<file path="config.mk">
export PLATFORM = sky130hd
export DESIGN_NAME = dual_six_voice_tone_noise_generator
export DESIGN_NICKNAME = d
export VERILOG_FILES = /design/src/hw/rtl/dsvtn_pkg.sv /design/src/hw/rtl/dsvtn_ctrl.sv /design/src/hw/rtl/dsvtn_dp.sv /design/src/hw/rtl/dual_six_voice_tone_noise_generator.sv
export SDC_FILE = /design/constraint.sdc
export NUM_CORES = 2
export LEC_CHECK = 0
export BUFFER_PORTS_ARGS = -buffer_cell sky130_fd_sc_hd__buf_2
export CAP_MARGIN = 20
export CORE_MARGIN = 2
export CORE_UTILIZATION = 44
export CTS_CLUSTER_DIAMETER = 40
export DETAILED_ROUTE_END_ITERATION = 10
export SLEW_MARGIN = 25
export SYNTH_ARGS = -nofsm -noshare
export SYNTH_HDL_FRONTEND = slang
export SYNTH_SLANG_ARGS = --single-unit
</file>
<file path="constraint.sdc">
create_clock -name clk -period 10.5 [get_ports clk]
set_input_delay 0.525 -clock clk [delete_from_list [all_inputs] [get_ports clk]]
set_output_delay 0.525 -clock clk [all_outputs]
set_load 0.01 [all_outputs]
</file>
<file path="src/hw/rtl/dsvtn_pkg.sv">
`timescale 1ns / 1ps
`default_nettype none
package dsvtn_pkg;

  localparam int MasterClock = 7159000;
  localparam int PhaseWrap   = 24000;
  localparam int LevelGain   = 90;

  localparam logic [13:0] BASE_STEP   = 14'(MasterClock / 512);
  localparam logic [14:0] NOISE_FAST  = 15'(MasterClock / 256);
  localparam logic [14:0] NOISE_MID   = 15'(MasterClock / 512);
  localparam logic [14:0] NOISE_SLOW  = 15'(MasterClock / 1024);
  localparam logic [15:0] WRAP16      = 16'(PhaseWrap);
  localparam logic [13:0] GAIN14      = 14'(LevelGain);
  localparam logic [8:0]  NOTE_TOP    = 9'd511;
  localparam logic [4:0]  DIV_LAST    = 5'd20;

  localparam logic [1:0] MODE_WRITE = 2'd0;
  localparam logic [1:0] MODE_READ  = 2'd1;
  localparam logic [1:0] MODE_TICK  = 2'd2;

  localparam logic [4:0] REG_VOL_LAST  = 5'h05;
  localparam logic [4:0] REG_NOTE_LO   = 5'h08;
  localparam logic [4:0] REG_NOTE_HI   = 5'h0D;
  localparam logic [4:0] REG_OCT_LO    = 5'h10;
  localparam logic [4:0] REG_OCT_HI    = 5'h12;
  localparam logic [4:0] REG_TONE_EN   = 5'h14;
  localparam logic [4:0] REG_NOISE_EN  = 5'h15;
  localparam logic [4:0] REG_NOISE_SEL = 5'h16;
  localparam logic [4:0] REG_CHIP_EN   = 5'h1C;

  typedef enum logic [3:0] {
    OP_NONE,
    OP_LOAD,
    OP_WRITE_LATCH,
    OP_WRITE_REG,
    OP_READ_REQ,
    OP_DIV_START,
    OP_DIV_STEP,
    OP_DIV_STORE,
    OP_TONE,
    OP_NOISE,
    OP_OUT
  } op_t;

  typedef struct packed {
    op_t        op;
    logic       chip;
    logic [2:0] voice;
  } cmd_t;

  typedef struct packed {
    logic [1:0] mode;
    logic       latch_sel;
    logic       chip;
    logic [4:0] reg_addr;
    logic [1:0] chip_en;
  } status_t;

  function automatic logic is_note_reg(input logic [4:0] a);
    return (a >= REG_NOTE_LO) && (a <= REG_NOTE_HI);
  endfunction

  function automatic logic is_oct_reg(input logic [4:0] a);
    return (a >= REG_OCT_LO) && (a <= REG_OCT_HI);
  endfunction

  function automatic logic [3:0] voice_index(input logic chip, input logic [2:0] d);
    return chip ? (4'(d) + 4'd6) : 4'(d);
  endfunction

  function automatic logic [15:0] lfsr_step(input logic [15:0] x);
    logic [15:0] s;
    s = {x[14:0], 1'b0};
    if (s[14] == s[6]) begin
      s[0] = 1'b1;
    end
    return s;
  endfunction

endpackage
`default_nettype wire

</file>
<file path="src/hw/rtl/dsvtn_ctrl.sv">
`timescale 1ns / 1ps
`default_nettype none
module dsvtn_ctrl (
  input  wire               clk,
  input  wire               rst,
  input  wire               in_valid,
  output logic              in_stall,
  output logic              out_valid,
  input  wire               out_stall,
  input  dsvtn_pkg::status_t status,
  output dsvtn_pkg::cmd_t    cmd
);
  import dsvtn_pkg::*;

  typedef enum logic [3:0] {
    S_IDLE, S_DECODE, S_DIV_START, S_DIV_STEP, S_DIV_STORE,
    S_CHIP, S_TONE, S_NOISE, S_OUT
  } state_t;

  state_t     state;
  logic       chip;
  logic [2:0] voice;
  logic [4:0] div_cnt;
  logic       second;
  logic       out_free;

  assign in_stall = (state != S_IDLE);
  assign out_free = !out_valid || !out_stall;

  // command decode
  always_comb begin
    cmd.chip  = chip;
    cmd.voice = voice;
    cmd.op    = OP_NONE;
    case (state)
      S_IDLE:      if (in_valid) cmd.op = OP_LOAD;
      S_DECODE: begin
        case (status.mode)
          MODE_WRITE: cmd.op = status.latch_sel ? OP_WRITE_LATCH : OP_WRITE_REG;
          MODE_READ:  cmd.op = OP_READ_REQ;
          default:    cmd.op = OP_NONE;
        endcase
      end
      S_DIV_START: cmd.op = OP_DIV_START;
      S_DIV_STEP:  cmd.op = OP_DIV_STEP;
      S_DIV_STORE: cmd.op = OP_DIV_STORE;
      S_TONE:      cmd.op = OP_TONE;
      S_NOISE:     cmd.op = OP_NOISE;
      S_OUT:       if (out_free) cmd.op = OP_OUT;
      default:     cmd.op = OP_NONE;
    endcase
  end

  // sequencer
  always_ff @(posedge clk) begin
    if (rst) begin
      state     <= S_IDLE;
      chip      <= 1'b0;
      voice     <= 3'd0;
      div_cnt   <= 5'd0;
      second    <= 1'b0;
      out_valid <= 1'b0;
    end else begin
      // result handshake
      if (state == S_OUT && out_free) begin
        out_valid <= 1'b1;
      end else if (out_valid && !out_stall) begin
        out_valid <= 1'b0;
      end
      case (state)
        S_IDLE: begin
          if (in_valid) state <= S_DECODE;
        end
        S_DECODE: begin
          case (status.mode)
            MODE_WRITE: begin
              chip <= status.chip;
              if (!status.latch_sel && is_note_reg(status.reg_addr)) begin
                voice  <= status.reg_addr[2:0];
                second <= 1'b0;
                state  <= S_DIV_START;
              end else if (!status.latch_sel && is_oct_reg(status.reg_addr)) begin
                voice  <= {status.reg_addr[1:0], 1'b0};
                second <= 1'b1;
                state  <= S_DIV_START;
              end else begin
                state <= S_OUT;
              end
            end
            MODE_TICK: begin
              chip  <= 1'b0;
              state <= S_CHIP;
            end
            default:   state <= S_OUT;
          endcase
        end
        S_DIV_START: begin
          div_cnt <= 5'd0;
          state   <= S_DIV_STEP;
        end
        S_DIV_STEP: begin
          div_cnt <= div_cnt + 5'd1;
          if (div_cnt == DIV_LAST) state <= S_DIV_STORE;
        end
        S_DIV_STORE: begin
          if (second) begin
            second <= 1'b0;
            voice  <= voice + 3'd1;
            state  <= S_DIV_START;
          end else begin
            state <= S_OUT;
          end
        end
        S_CHIP: begin
          voice <= 3'd0;
          if (status.chip_en[chip]) begin
            state <= S_TONE;
          end else if (chip) begin
            state <= S_OUT;
          end else begin
            chip <= 1'b1;
          end
        end
        S_TONE: begin
          if (voice == 3'd5) begin
            voice <= 3'd0;
            state <= S_NOISE;
          end else begin
            voice <= voice + 3'd1;
          end
        end
        S_NOISE: begin
          if (voice == 3'd1) begin
            if (chip) begin
              state <= S_OUT;
            end else begin
              chip  <= 1'b1;
              state <= S_CHIP;
            end
          end else begin
            voice <= voice + 3'd1;
          end
        end
        S_OUT: begin
          if (out_free) begin
            state <= S_IDLE;
          end
        end
        default: state <= S_IDLE;
      endcase
    end
  end

endmodule
`default_nettype wire

</file>
<file path="src/hw/rtl/dsvtn_dp.sv">
`timescale 1ns / 1ps
`default_nettype none
module dsvtn_dp (
  input  wire               clk,
  input  wire               rst,
  input  wire  [1:0]        mode,
  input  wire  [1:0]        bus_address,
  input  wire  [7:0]        write_data,
  input  dsvtn_pkg::cmd_t    cmd,
  output dsvtn_pkg::status_t status,
  output logic [7:0]        read_data,
  output logic [13:0]       left_sample,
  output logic [13:0]       right_sample
);
  import dsvtn_pkg::*;

  // captured transaction
  logic [1:0] it_mode;
  logic [1:0] it_addr;
  logic [7:0] it_data;

  logic [4:0]  latch [2];
  logic [7:0]  vol [12];
  logic [5:0]  tone_en [2];
  logic [5:0]  noise_en [2];
  logic [5:0]  noise_sel [2];
  logic [1:0]  chip_en;
  logic [7:0]  note [12];
  logic [2:0]  oct [12];
  logic [12:0] phase_step [12];
  logic [14:0] phase_count [12];
  logic [11:0] tone_level;
  logic [15:0] noise_shift [4];
  logic [14:0] noise_count [4];
  logic [13:0] acc_l;
  logic [13:0] acc_r;

  // register file memory with valid bits
  logic [7:0]  mem [64];
  logic [63:0] mem_vld;
  logic [7:0]  mem_q;
  logic        mem_q_vld;

  // divider
  logic [20:0] dvd;
  logic [8:0]  dvs;
  logic [8:0]  rem;
  logic [12:0] quo;
  logic [9:0]  rem_sh;

  logic       chip;
  logic [4:0] a;
  logic [5:0] mem_idx;
  logic [3:0] v;
  logic [3:0] vn;
  logic [3:0] vo;
  logic [1:0] ns;

  assign chip    = it_addr[1];
  assign a       = latch[chip];
  assign mem_idx = {chip, a};
  assign v       = voice_index(cmd.chip, cmd.voice);
  assign vn      = voice_index(chip, a[2:0]);
  assign vo      = voice_index(chip, {a[1:0], 1'b0});
  assign ns      = {cmd.chip, cmd.voice[0]};

  assign status.mode      = it_mode;
  assign status.latch_sel = it_addr[0];
  assign status.chip      = chip;
  assign status.reg_addr  = a;
  assign status.chip_en   = chip_en;

  assign rem_sh = {rem, dvd[20]};

  // tone voice terms
  logic [13:0] gain_l;
  logic [13:0] gain_r;
  logic [15:0] pc_sum;
  logic        pc_wrap;
  logic        tone_on;
  logic        noise_on;
  logic        noise_bit;

  always_comb begin
    gain_l    = 14'(vol[v][3:0]) * GAIN14;
    gain_r    = 14'(vol[v][7:4]) * GAIN14;
    pc_sum    = {1'b0, phase_count[v]} + {3'b000, phase_step[v]};
    pc_wrap   = pc_sum >= WRAP16;
    tone_on   = tone_en[cmd.chip][cmd.voice];
    noise_on  = noise_en[cmd.chip][cmd.voice];
    noise_bit = noise_shift[{cmd.chip, cmd.voice >= 3'd3}][0];
  end

  // noise source terms, at most two wraps per tick
  logic [1:0]  sel;
  logic [14:0] rate;
  logic [15:0] n_sum;
  logic [15:0] n_one;
  logic [15:0] n_two;
  logic [15:0] sh_one;
  logic [15:0] sh_two;

  always_comb begin
    sel = cmd.voice[0] ? noise_sel[cmd.chip][5:4] : noise_sel[cmd.chip][1:0];
    case (sel)
      2'd0:    rate = NOISE_FAST;
      2'd1:    rate = NOISE_MID;
      2'd2:    rate = NOISE_SLOW;
      default: rate = {2'b00, phase_step[voice_index(cmd.chip, {cmd.voice[0], 2'b00})
                       - {2'b00, cmd.voice[0], 1'b0} + {3'b000, cmd.voice[0]}]};
    endcase
    n_sum  = {1'b0, noise_count[ns]} + {1'b0, rate};
    n_one  = n_sum;
    sh_one = noise_shift[ns];
    if (n_sum >= WRAP16) begin
      n_one  = n_sum - WRAP16;
      sh_one = lfsr_step(noise_shift[ns]);
    end
    n_two  = n_one;
    sh_two = sh_one;
    if (n_one >= WRAP16) begin
      n_two  = n_one - WRAP16;
      sh_two = lfsr_step(sh_one);
    end
  end

  // memory port
  always_ff @(posedge clk) begin
    if (cmd.op == OP_WRITE_REG) begin
      mem[mem_idx] <= it_data;
    end
    if (cmd.op == OP_READ_REQ) begin
      mem_q     <= mem[mem_idx];
      mem_q_vld <= mem_vld[mem_idx];
    end
  end

  // datapath state
  always_ff @(posedge clk) begin
    if (rst) begin
      for (int i = 0; i < 2; i++) begin
        latch[i]     <= 5'd0;
        tone_en[i]   <= 6'd0;
        noise_en[i]  <= 6'd0;
        noise_sel[i] <= 6'd0;
      end
      for (int i = 0; i < 12; i++) begin
        vol[i]         <= 8'd0;
        note[i]        <= 8'd0;
        oct[i]         <= 3'd0;
        phase_step[i]  <= 13'd0;
        phase_count[i] <= 15'd0;
      end
      for (int i = 0; i < 4; i++) begin
        noise_shift[i] <= 16'd0;
        noise_count[i] <= 15'd0;
      end
      chip_en      <= 2'b00;
      tone_level   <= 12'd0;
      mem_vld      <= 64'd0;
      acc_l        <= 14'd0;
      acc_r        <= 14'd0;
      it_mode      <= 2'd0;
      it_addr      <= 2'd0;
      it_data      <= 8'd0;
      read_data    <= 8'd0;
      left_sample  <= 14'd0;
      right_sample <= 14'd0;
      dvd          <= 21'd0;
      dvs          <= 9'd0;
      rem          <= 9'd0;
      quo          <= 13'd0;
    end else begin
      case (cmd.op)
        OP_LOAD: begin
          it_mode <= mode;
          it_addr <= bus_address;
          it_data <= write_data;
          acc_l   <= 14'd0;
          acc_r   <= 14'd0;
        end
        OP_WRITE_LATCH: latch[chip] <= it_data[4:0];
        OP_WRITE_REG: begin
          mem_vld[mem_idx] <= 1'b1;
          if (a <= REG_VOL_LAST) vol[vn] <= it_data;
          if (a == REG_TONE_EN)   tone_en[chip]   <= it_data[5:0];
          if (a == REG_NOISE_EN)  noise_en[chip]  <= it_data[5:0];
          if (a == REG_NOISE_SEL) noise_sel[chip] <= it_data[5:0];
          if (a == REG_CHIP_EN)   chip_en[chip]   <= it_data[0];
          if (is_note_reg(a)) note[vn] <= it_data;
          if (is_oct_reg(a)) begin
            oct[vo]        <= it_data[2:0];
            oct[vo + 4'd1] <= it_data[6:4];
          end
        end
        OP_DIV_START: begin
          dvd <= 21'(BASE_STEP) << oct[v];
          dvs <= NOTE_TOP - {1'b0, note[v]};
          rem <= 9'd0;
          quo <= 13'd0;
        end
        OP_DIV_STEP: begin
          dvd <= {dvd[19:0], 1'b0};
          if (rem_sh >= {1'b0, dvs}) begin
            rem <= 9'(rem_sh - {1'b0, dvs});
            quo <= {quo[11:0], 1'b1};
          end else begin
            rem <= rem_sh[8:0];
            quo <= {quo[11:0], 1'b0};
          end
        end
        OP_DIV_STORE: phase_step[v] <= quo;
        OP_TONE: begin
          if (tone_on) begin
            if (tone_level[v]) begin
              acc_l <= acc_l + gain_l;
              acc_r <= acc_r + gain_r;
            end
            if (pc_wrap) begin
              phase_count[v] <= 15'(pc_sum - WRAP16);
              tone_level[v]  <= !tone_level[v];
            end else begin
              phase_count[v] <= pc_sum[14:0];
            end
          end else if (noise_on && noise_bit) begin
            acc_l <= acc_l + gain_l;
            acc_r <= acc_r + gain_r;
          end
        end
        OP_NOISE: begin
          noise_count[ns] <= n_two[14:0];
          noise_shift[ns] <= sh_two;
        end
        OP_OUT: begin
          if (it_mode == MODE_READ) begin
            read_data <= it_addr[0] ? {3'b000, a} : (mem_q_vld ? mem_q : 8'd0);
          end else begin
            read_data <= 8'd0;
          end
          left_sample  <= (it_mode == MODE_TICK) ? acc_l : 14'd0;
          right_sample <= (it_mode == MODE_TICK) ? acc_r : 14'd0;
        end
        default: ;
      endcase
    end
  end

endmodule
`default_nettype wire

</file>
<file path="src/hw/rtl/dual_six_voice_tone_noise_generator.sv">
// sequence: a latch write, read or unused mode goes straight to the result; a note write runs
//   the divider for one voice, an octave write for two (21-step restoring divider, one bit a cycle)
// tick: per enabled chip, six voices and two noise sources, one a cycle
// throughput: one transaction at a time, next accepted once the result is registered
// reset: synchronous rst clears all voice, noise and latch state and the register valid bits to zero
`timescale 1ns / 1ps
`default_nettype none
module dual_six_voice_tone_noise_generator (
  input  wire         clk,
  input  wire         rst,
  input  wire         in_valid,
  output logic        in_stall,
  input  wire  [1:0]  mode,
  input  wire  [1:0]  bus_address,
  input  wire  [7:0]  write_data,
  output logic        out_valid,
  input  wire         out_stall,
  output logic [7:0]  read_data,
  output logic [13:0] left_sample,
  output logic [13:0] right_sample
);
  import dsvtn_pkg::*;

  cmd_t    cmd;
  status_t status;

  // sequencer
  dsvtn_ctrl u_ctrl (
    .clk       (clk),
    .rst       (rst),
    .in_valid  (in_valid),
    .in_stall  (in_stall),
    .out_valid (out_valid),
    .out_stall (out_stall),
    .status    (status),
    .cmd       (cmd)
  );

  // voice, noise and register datapath
  dsvtn_dp u_dp (
    .clk          (clk),
    .rst          (rst),
    .mode         (mode),
    .bus_address  (bus_address),
    .write_data   (write_data),
    .cmd          (cmd),
    .status       (status),
    .read_data    (read_data),
    .left_sample  (left_sample),
    .right_sample (right_sample)
  );

endmodule
`default_nettype wire
</file>
Word-level counts from Yosys, hierarchy flattened. Memory sizes are Yosys's and may differ from the RTL's. A register that Yosys moved wholly into a read port is not among the register bits. Cells that the tools add are included.

Flip-flop bits (word level): 222. Bits in writable memories: 1246. Input bits: 16. Output and inout bits: 38. Logic and storage cells: 341. Memories kept: 12.

Add/subtract/negate cells: 18. $mul: 2. Magnitude comparators: 18. Equal/unequal tests: 45. Shift operators: 1. Mux-type cells: 176. Bitwise operators: 2. Reductions and logical operators: 45.

Memory list: u_dp.mem (depth 64, bits a word 8, read ports 1, clocked after memory_dff 1, write ports 1, line dsvtn_dp.sv:39) `logic [7:0] mem [64];`; u_dp.phase_count (depth 12, bits a word 15, read ports 1, clocked after memory_dff 0, write ports 12, line dsvtn_dp.sv:31) `logic [14:0] phase_count [12];`; u_dp.phase_step (depth 12, bits a word 13, read ports 2, clocked after memory_dff 0, write ports 12, line dsvtn_dp.sv:30) `logic [12:0] phase_step [12];`; u_dp.note (depth 12, bits a word 8, read ports 1, clocked after memory_dff 0, write ports 12, line dsvtn_dp.sv:28) `logic [7:0] note [12];`; u_dp.vol (depth 12, bits a word 8, read ports 1, clocked after memory_dff 0, write ports 12, line dsvtn_dp.sv:23) `logic [7:0] vol [12];`; u_dp.noise_shift (depth 4, bits a word 16, read ports 2, clocked after memory_dff 0, write ports 4, line dsvtn_dp.sv:33) `logic [15:0] noise_shift [4];`; 6 more memories.

Operators with widths (count): 2-to-1 mux 14 bit (8); 2-to-1 mux 1 bit (92); 2-to-1 mux 4 bit (22); 2-to-1 mux 16 bit (4); OR 64 bit (1); 2-to-1 mux 15 bit (4); case mux 14 bit (2 select lines) (2); greater-or-equal comparator 16 x 15 -> 1 bit, second input constant (3); case mux 15 bit (3 select lines) (1); case mux 21 bit (2 select lines) (1); 2-to-1 mux 8 bit (5); case mux 4 bit (9 select lines) (1); == test 4 x 3 -> 1 bit, second input constant (8); case mux 4 bit (8 select lines) (1); OR reduction 15 bit (2); subtractor 15 bit, second input constant (2); adder 14 x 11 -> 14 bit (2); case mux 13 bit (2 select lines) (1); == test 5 bit, second input constant (5); 2-to-1 mux 3 bit (8); left shift 14 x 3 -> 21 bit, first input constant (1); multiplier 4 x 6 -> 10 bit, second input constant (2); 2-to-1 mux 6 bit (3); case mux 9 bit (2 select lines) (1); 75 further kinds (127).

Logic depth before layout (Yosys ltp). An unclocked memory read counts as a cell.

Depth in word-level cells: 13. Depth in mapped cells: 36. Mapped depth without buffers: 25.

By module. Synthesis repeated with hierarchy kept, for this count alone.

Cells, all modules: 6076. Area, all modules: 76241.9 µm².

Modules (own cells, without submodules): dsvtn_dp (instances 1, cells each 5919, area an instance 75075.8 µm², sequential area each 47035.1 µm²); dsvtn_ctrl (instances 1, cells each 157, area an instance 1166.1 µm², sequential area each 300.3 µm²).

Worst setup path before layout. No wires, ideal clock.

Kind: reg-to-reg. From: register u_ctrl.voice[0]. To: memory u_dp.noise_count[1][14], data pin. Arrival time: 7.361 ns. Setup slack: 2.873 ns. Cell stages (with the launch flop): 37. Buffers on the path: 13. Period minus slack after synthesis: 7.627 ns. Cell sequence: dfxtp_1 buf_2 buf_2 buf_2 buf_4 buf_4 buf_2 buf_2 clkbuf_1 mux4_2 ha_1 clkbuf_1 clkbuf_1 nand2_1 nand2_1 ha_1 inv_1 fa_1 nand2b_1 a21oi_1 or3_1 and2_1 clkbuf_1 ha_1 inv_1 o21ai_2 a31oi_2 nor2_1 clkbuf_1 nor2_1 nor2_1 ha_1 a311oi_1 clkbuf_1 nand3b_1 a32oi_1 nor2_1.

RTL lines: start, declared (line dsvtn_ctrl.sv:22) `logic [2:0] voice;`; start signal, assigned (line dsvtn_ctrl.sv:79) `voice <= status.reg_addr[2:0];`; start signal, assigned (line dsvtn_ctrl.sv:83) `voice <= {status.reg_addr[1:0], 1'b0};`; start signal, assigned (line dsvtn_ctrl.sv:108) `voice <= voice + 3'd1;`; end, declared (line dsvtn_dp.sv:34) `logic [14:0] noise_count [4];`.

==> flow_results.org <==
** Run status
- The run finished with clean final reports.

** Final layout
- Number of inserted filler cells in the final layout :: 14896
- Area grow syn2layout :: 14.4%
- Of the cells placed in the final design, the portion with a size suffix greater than 1 is 0.166.
- Leaving out filler cells and counting taps, the final layout contains 8554.
- Final layout net count :: 6171

** Power and ir drop
- The share of total power dissipated in the clock network is 0.316.
- The worst-case IR drop observed on VDD is 0.300 mV.
- In this run the power spent charging and discharging nets is 0.00982 W.
- Internal power comes to 0.0157 W.
- For this design the static power due to leakage is 30.5 nW.
- Power spread over the standard cell area amounts to 293 nW/µm².
- The share of total power dissipated in sequential elements is 0.307.
- Net Sw Frac :: 0.385
- Fraction of power consumed by combinational cells :: 0.377

** GRT
- Via count of the first global-routing pass :: 48926
- Entering global routing, the biggest net connects 157 pins.
- For this run the aggregate overflow at the end of global routing stands at 0.
- For this run, the total global-route usage over all layers was measured as 0.229.
- Initial antenna violation count :: 3
- The first global-routing pass estimated 307 mm of wire.

** Critical path
- Tracing the worst setup path back leads to its startpoint at u_ctrl.voice[0].
- STA classifies the critical path startpoint as a flop.
- Largest stage delay, worst path :: 0.84 ns
- The worst register-to-register path ends at u_dp.noise_shift[1][9].
- The critical path goes through buf_12, buf_4, mux4_2, mux4_2, nand2_1, and2_1, inv_1, ha_1, a211oi_2, o211ai_2, and3b_1, or2_2, ha_1, inv_1, xnor3_1, nor3b_1, o31ai_1, a21oi_2, nand2_1, o21ai_2, a31oi_1, a211oi_1.
- Slowest cell on the critical path :: sky130_fd_sc_hd__o21ai_2
- Among cell families on the critical path, the largest total delay comes from compound AO/OA/AOI/OAI gates.
- Stages on the worst setup path :: 22
- Depth of the most critical reg-to-reg path :: 22
- R2r startpoint :: u_ctrl.voice[0]
- For the worst setup path, the data required time is 11.16 ns.
- STA puts the critical path data arrival time at 9.06 ns.
- By startpoint and endpoint, the worst setup path is classified as flop to flop.
- Register-to-register setup slack :: 2.09 ns
- The number of buffers and inverters on the critical path is 4.
- In this run the worst path has a maximum fanout of 109.
- Kind of capture point of the worst setup path :: flop

** Synthesis
- The netlist uses 98 different library cells.
- Yosys mapped a number of flops with a built-in enable equal to 1431.
- Post-synthesis cell count :: 6063
- Yosys instantiated no cell more often than sky130_fd_sc_hd__edfxtp_1.
- Most used standard cells in the synthesized netlist :: sky130_fd_sc_hd__edfxtp_1, sky130_fd_sc_hd__nand2_1, sky130_fd_sc_hd__nor2_1
- Area share of the largest cell type after synthesis :: 0.565
- Largest area contributor in the synthesized netlist :: sky130_fd_sc_hd__edfxtp_1
- In this run the mean area of a mapped cell was 12.5 µm².
- Yosys printed 0 warnings.
- Among all flip-flop cells after synthesis, the most frequent one is sky130_fd_sc_hd__edfxtp_1.
- The synthesized design contains 1649 register bits.
- Main area contributors after synthesis :: sky130_fd_sc_hd__edfxtp_1, sky130_fd_sc_hd__mux4_2, sky130_fd_sc_hd__dfxtp_1
- Fraction of synthesis flops using an asynchronous set or reset pin :: 0
- The mapped netlist covers 76000 µm².
- Sequential share of the synthesized area :: 0.623

** STA
- Slew Limit Headroom :: 0.267
- In the finished design, the share of the clock period the worst path needs comes to 0.801.
- Final clock skew :: 0.0665 ns
- Subtracting the final worst setup slack from the clock period gives 8.41 ns.
- At the pin with the least slew margin, the transition time is 1.10 ns.
- Setup repair after global routing left no endpoint under its margin.
- Based on the critical path, the design can be clocked at up to 119 MHz.
- Max-slew violation count :: 0
- Setup tns final :: 0 ns
- Hold violation total from the final report :: 0
- Setup violations remaining at the end of the flow were counted as 0.

** Floorplanning
- Starting Density :: 0.443
- Core Box Area :: 172000 µm²
- Number of top-level pins :: 54
- In this run the core area contains 152 standard-cell rows.
- Overall die height :: 420 µm
- In this run the horizontal extent of the chip is 420 µm.
- Overall die area :: 176000 µm²

** CTS
- Root buffer selected by CTS :: sky130_fd_sc_hd__clkbuf_16
- # clock sinks :: 1649
- Once the clock tree was built, the resizer swapped 0 gates to a different size.
- TritonCTS built the clock tree.
- The clock reaches the later pin of the worst-skew pair after 0.87 ns.
- Once the clock tree was built, the setup fixing pass inserted 0 buffers.
- Total of hold buffers inserted after clock tree synthesis :: 11
- The number of clock buffers added by TritonCTS is 239.
- Clock transition time at the flip-flop clock pins of the worst setup and hold paths :: 0.05 ns
- Maximum root-to-sink buffer count :: 3
- H-tree levels :: 4

** Min path
- The worst hold path was traced through 3 stages.
- Worst min-delay path class :: input port to flop
- The worst hold path terminates at u_ctrl.out_valid.
- Min-Delay Startpoint :: out_stall

** Route
- For this run, design rule violations remaining after detail routing come to 0.
- Detailed routing inserted a total of 49717 vias.
- For this block, the routed nets add up to 202 mm of wire.
- After the first detailed-routing iteration, the DRC count stood at 5033.
- In the routed layout, each cell is associated on average with a via count of 5.81.
- Post-route ant nets :: 0
- Post-detailed-route wirelength per cell :: 23.6 µm
- The pre-antenna-repair detailed-routing pass consisted of 6 iterations.

** Place
- Placed wire-length estimate :: 122 mm
- Number of port buffers :: 51
- Count of placed standard cells including taps :: 8085
- RePlAce Congestion :: 0.846

** Run
- Across the run, the number of max-cap violations was 0.
[area by class of cell]
class	instances	area [µm²]	share of cell area
diodes	1	2.50	0.0000288
clock buffers	286	6370	0.0733
clock inverters	170	1850	0.0213
inverters	104	402	0.00462
multi-input cells	3861	26700	0.308
flip-flops and latches	1649	47400	0.545
well taps	2310	2890	0.0333
repair buffers	173	1300	0.0150
[kinds of logic after synthesis]
family                   count (synthesis)  share of synthesized area
AND/OR/NAND/NOR                       2590                      0.157
flip-flops                            1649                      0.623
AO/OA/AOI/OAI                          741                     0.0673
buffers and inverters                  554                     0.0288
multiplexers                           331                     0.0933
adder cells (fa/ha/maj)                127                     0.0218
XOR/XNOR                                70                    0.00845
other                                    1                  0.0000493
[flip-flops by register name, summed over array words and instances (netlist names), 10 cells and up, named ones only]
| name | count |
|---|---|
| u_dp.latch | 10 |
| u_dp.note | 128 |
| u_dp.acc_r | 13 |
| u_dp.left_sample | 13 |
| u_dp.mem | 512 |
| u_dp.tone_en | 12 |
| u_dp.noise_count | 60 |
| u_dp.tone_level | 12 |
| u_dp.right_sample | 13 |
| u_dp.noise_en | 12 |
| u_dp.oct | 48 |
| u_dp.mem_vld | 64 |
| u_dp.dvd | 20 |
| u_dp.vol | 128 |
| u_dp.acc_l | 13 |
| u_dp.noise_shift | 56 |
| u_dp.quo | 13 |
| u_dp.phase_count | 240 |
| u_dp.phase_step | 208 |
[power groups by stage]
stage / clock (W) / combinational, W / sequential, W
finish: 0.00806 / 0.00960 / 0.00782
global route: 0.00845 / 0.0105 / 0.00784
CTS: 0.00816 / 0.00955 / 0.00784
floorplan: 0 / 0.00684 / 0.00788
detailed placement: 0 / 0.00951 / 0.00797
global placement: 0 / 0.00930 / 0.00796
[per-layer routing]
metal	routed length (µm)	GRT usage	vias to the layer above	part of all wire
met5	13	0	-	0.000064
met4	6220	0.0797	2	0.031
met3	13000	0.0380	329	0.064
met2	96700	0.368	1738	0.48
met1	85900	0.314	25075	0.43
li1	-	-	22573	-
[worst reg2reg max path, stage by stage, from the launching register on]
cell and delay (ns):
sky130_fd_sc_hd__dfxtp_4 0.52, sky130_fd_sc_hd__buf_12 0.61, sky130_fd_sc_hd__buf_4 0.93, sky130_fd_sc_hd__mux4_2 0.63, sky130_fd_sc_hd__mux4_2 0.48, sky130_fd_sc_hd__nand2_1 0.09
sky130_fd_sc_hd__and2_1 0.18, sky130_fd_sc_hd__inv_1 0.06, sky130_fd_sc_hd__ha_1 0.30, sky130_fd_sc_hd__a211oi_2 0.29, sky130_fd_sc_hd__o211ai_2 0.19, sky130_fd_sc_hd__and3b_1 0.23
sky130_fd_sc_hd__or2_2 0.32, sky130_fd_sc_hd__ha_1 0.25, sky130_fd_sc_hd__inv_1 0.13, sky130_fd_sc_hd__xnor3_1 0.32, sky130_fd_sc_hd__nor3b_1 0.46, sky130_fd_sc_hd__o31ai_1 0.16
sky130_fd_sc_hd__a21oi_2 0.26, sky130_fd_sc_hd__nand2_1 0.36, sky130_fd_sc_hd__o21ai_2 0.85, sky130_fd_sc_hd__a31oi_1 0.31, sky130_fd_sc_hd__a211oi_1 0.33
[how the worst max path moves through the flow]
stage | to | slack (ns)
4_1_cts | u_dp.noise_shift[1][9] | 2.05
2_1_floorplan | u_dp.noise_count[1][14] | 2.87
3_3_place_gp | u_dp.noise_shift[0][9] | 2.15
3_5_place_dp | u_dp.noise_shift[1][9] | 2.08
6_report | u_dp.noise_shift[1][9] | 2.09
5_1_grt | u_dp.noise_shift[1][9] | 1.39
[cell usage in the layout (no fill, tap or decap), drive strengths merged, types with 19 or more instances in the layout]
cell	Yosys	layout
nand2b	42	42
and2	251	251
clkinv	2	78
o211ai	24	24
ha	118	118
nand3	400	400
a211oi	45	45
a311oi	87	87
or2	54	54
dfxtp	218	218
a22oi	83	83
nor3	227	227
o22ai	22	22
mux4	301	301
and3	88	88
mux2i	20	20
clkinvlp	0	30
inv	102	145
nor2	582	582
xor2	25	25
edfxtp	1431	1431
buf	85	162
xnor2	44	44
clkbuf	365	286
nand2	840	840
bufinv	0	21
a31oi	72	72
a21oi	199	199
nor4	19	19
o21ai	72	72
a21o	29	29
[per-stage QoR]
stage                     hold slack [ns]  total power (W)  instance area, µm²  utilization  worst slack (ns)
after global routing               0.0172           0.0267               86900        0.507              1.39
after floorplan                     0.432           0.0147               76000            -              2.87
after CTS                        0.000673           0.0255               86900        0.507              2.05
final                              0.0562           0.0255               86900        0.507              2.09
after detailed placement            0.442           0.0175               78600        0.458              2.08
after global placement              0.439           0.0173               78500        0.458              2.15
(Power assumes the default switching activity.)
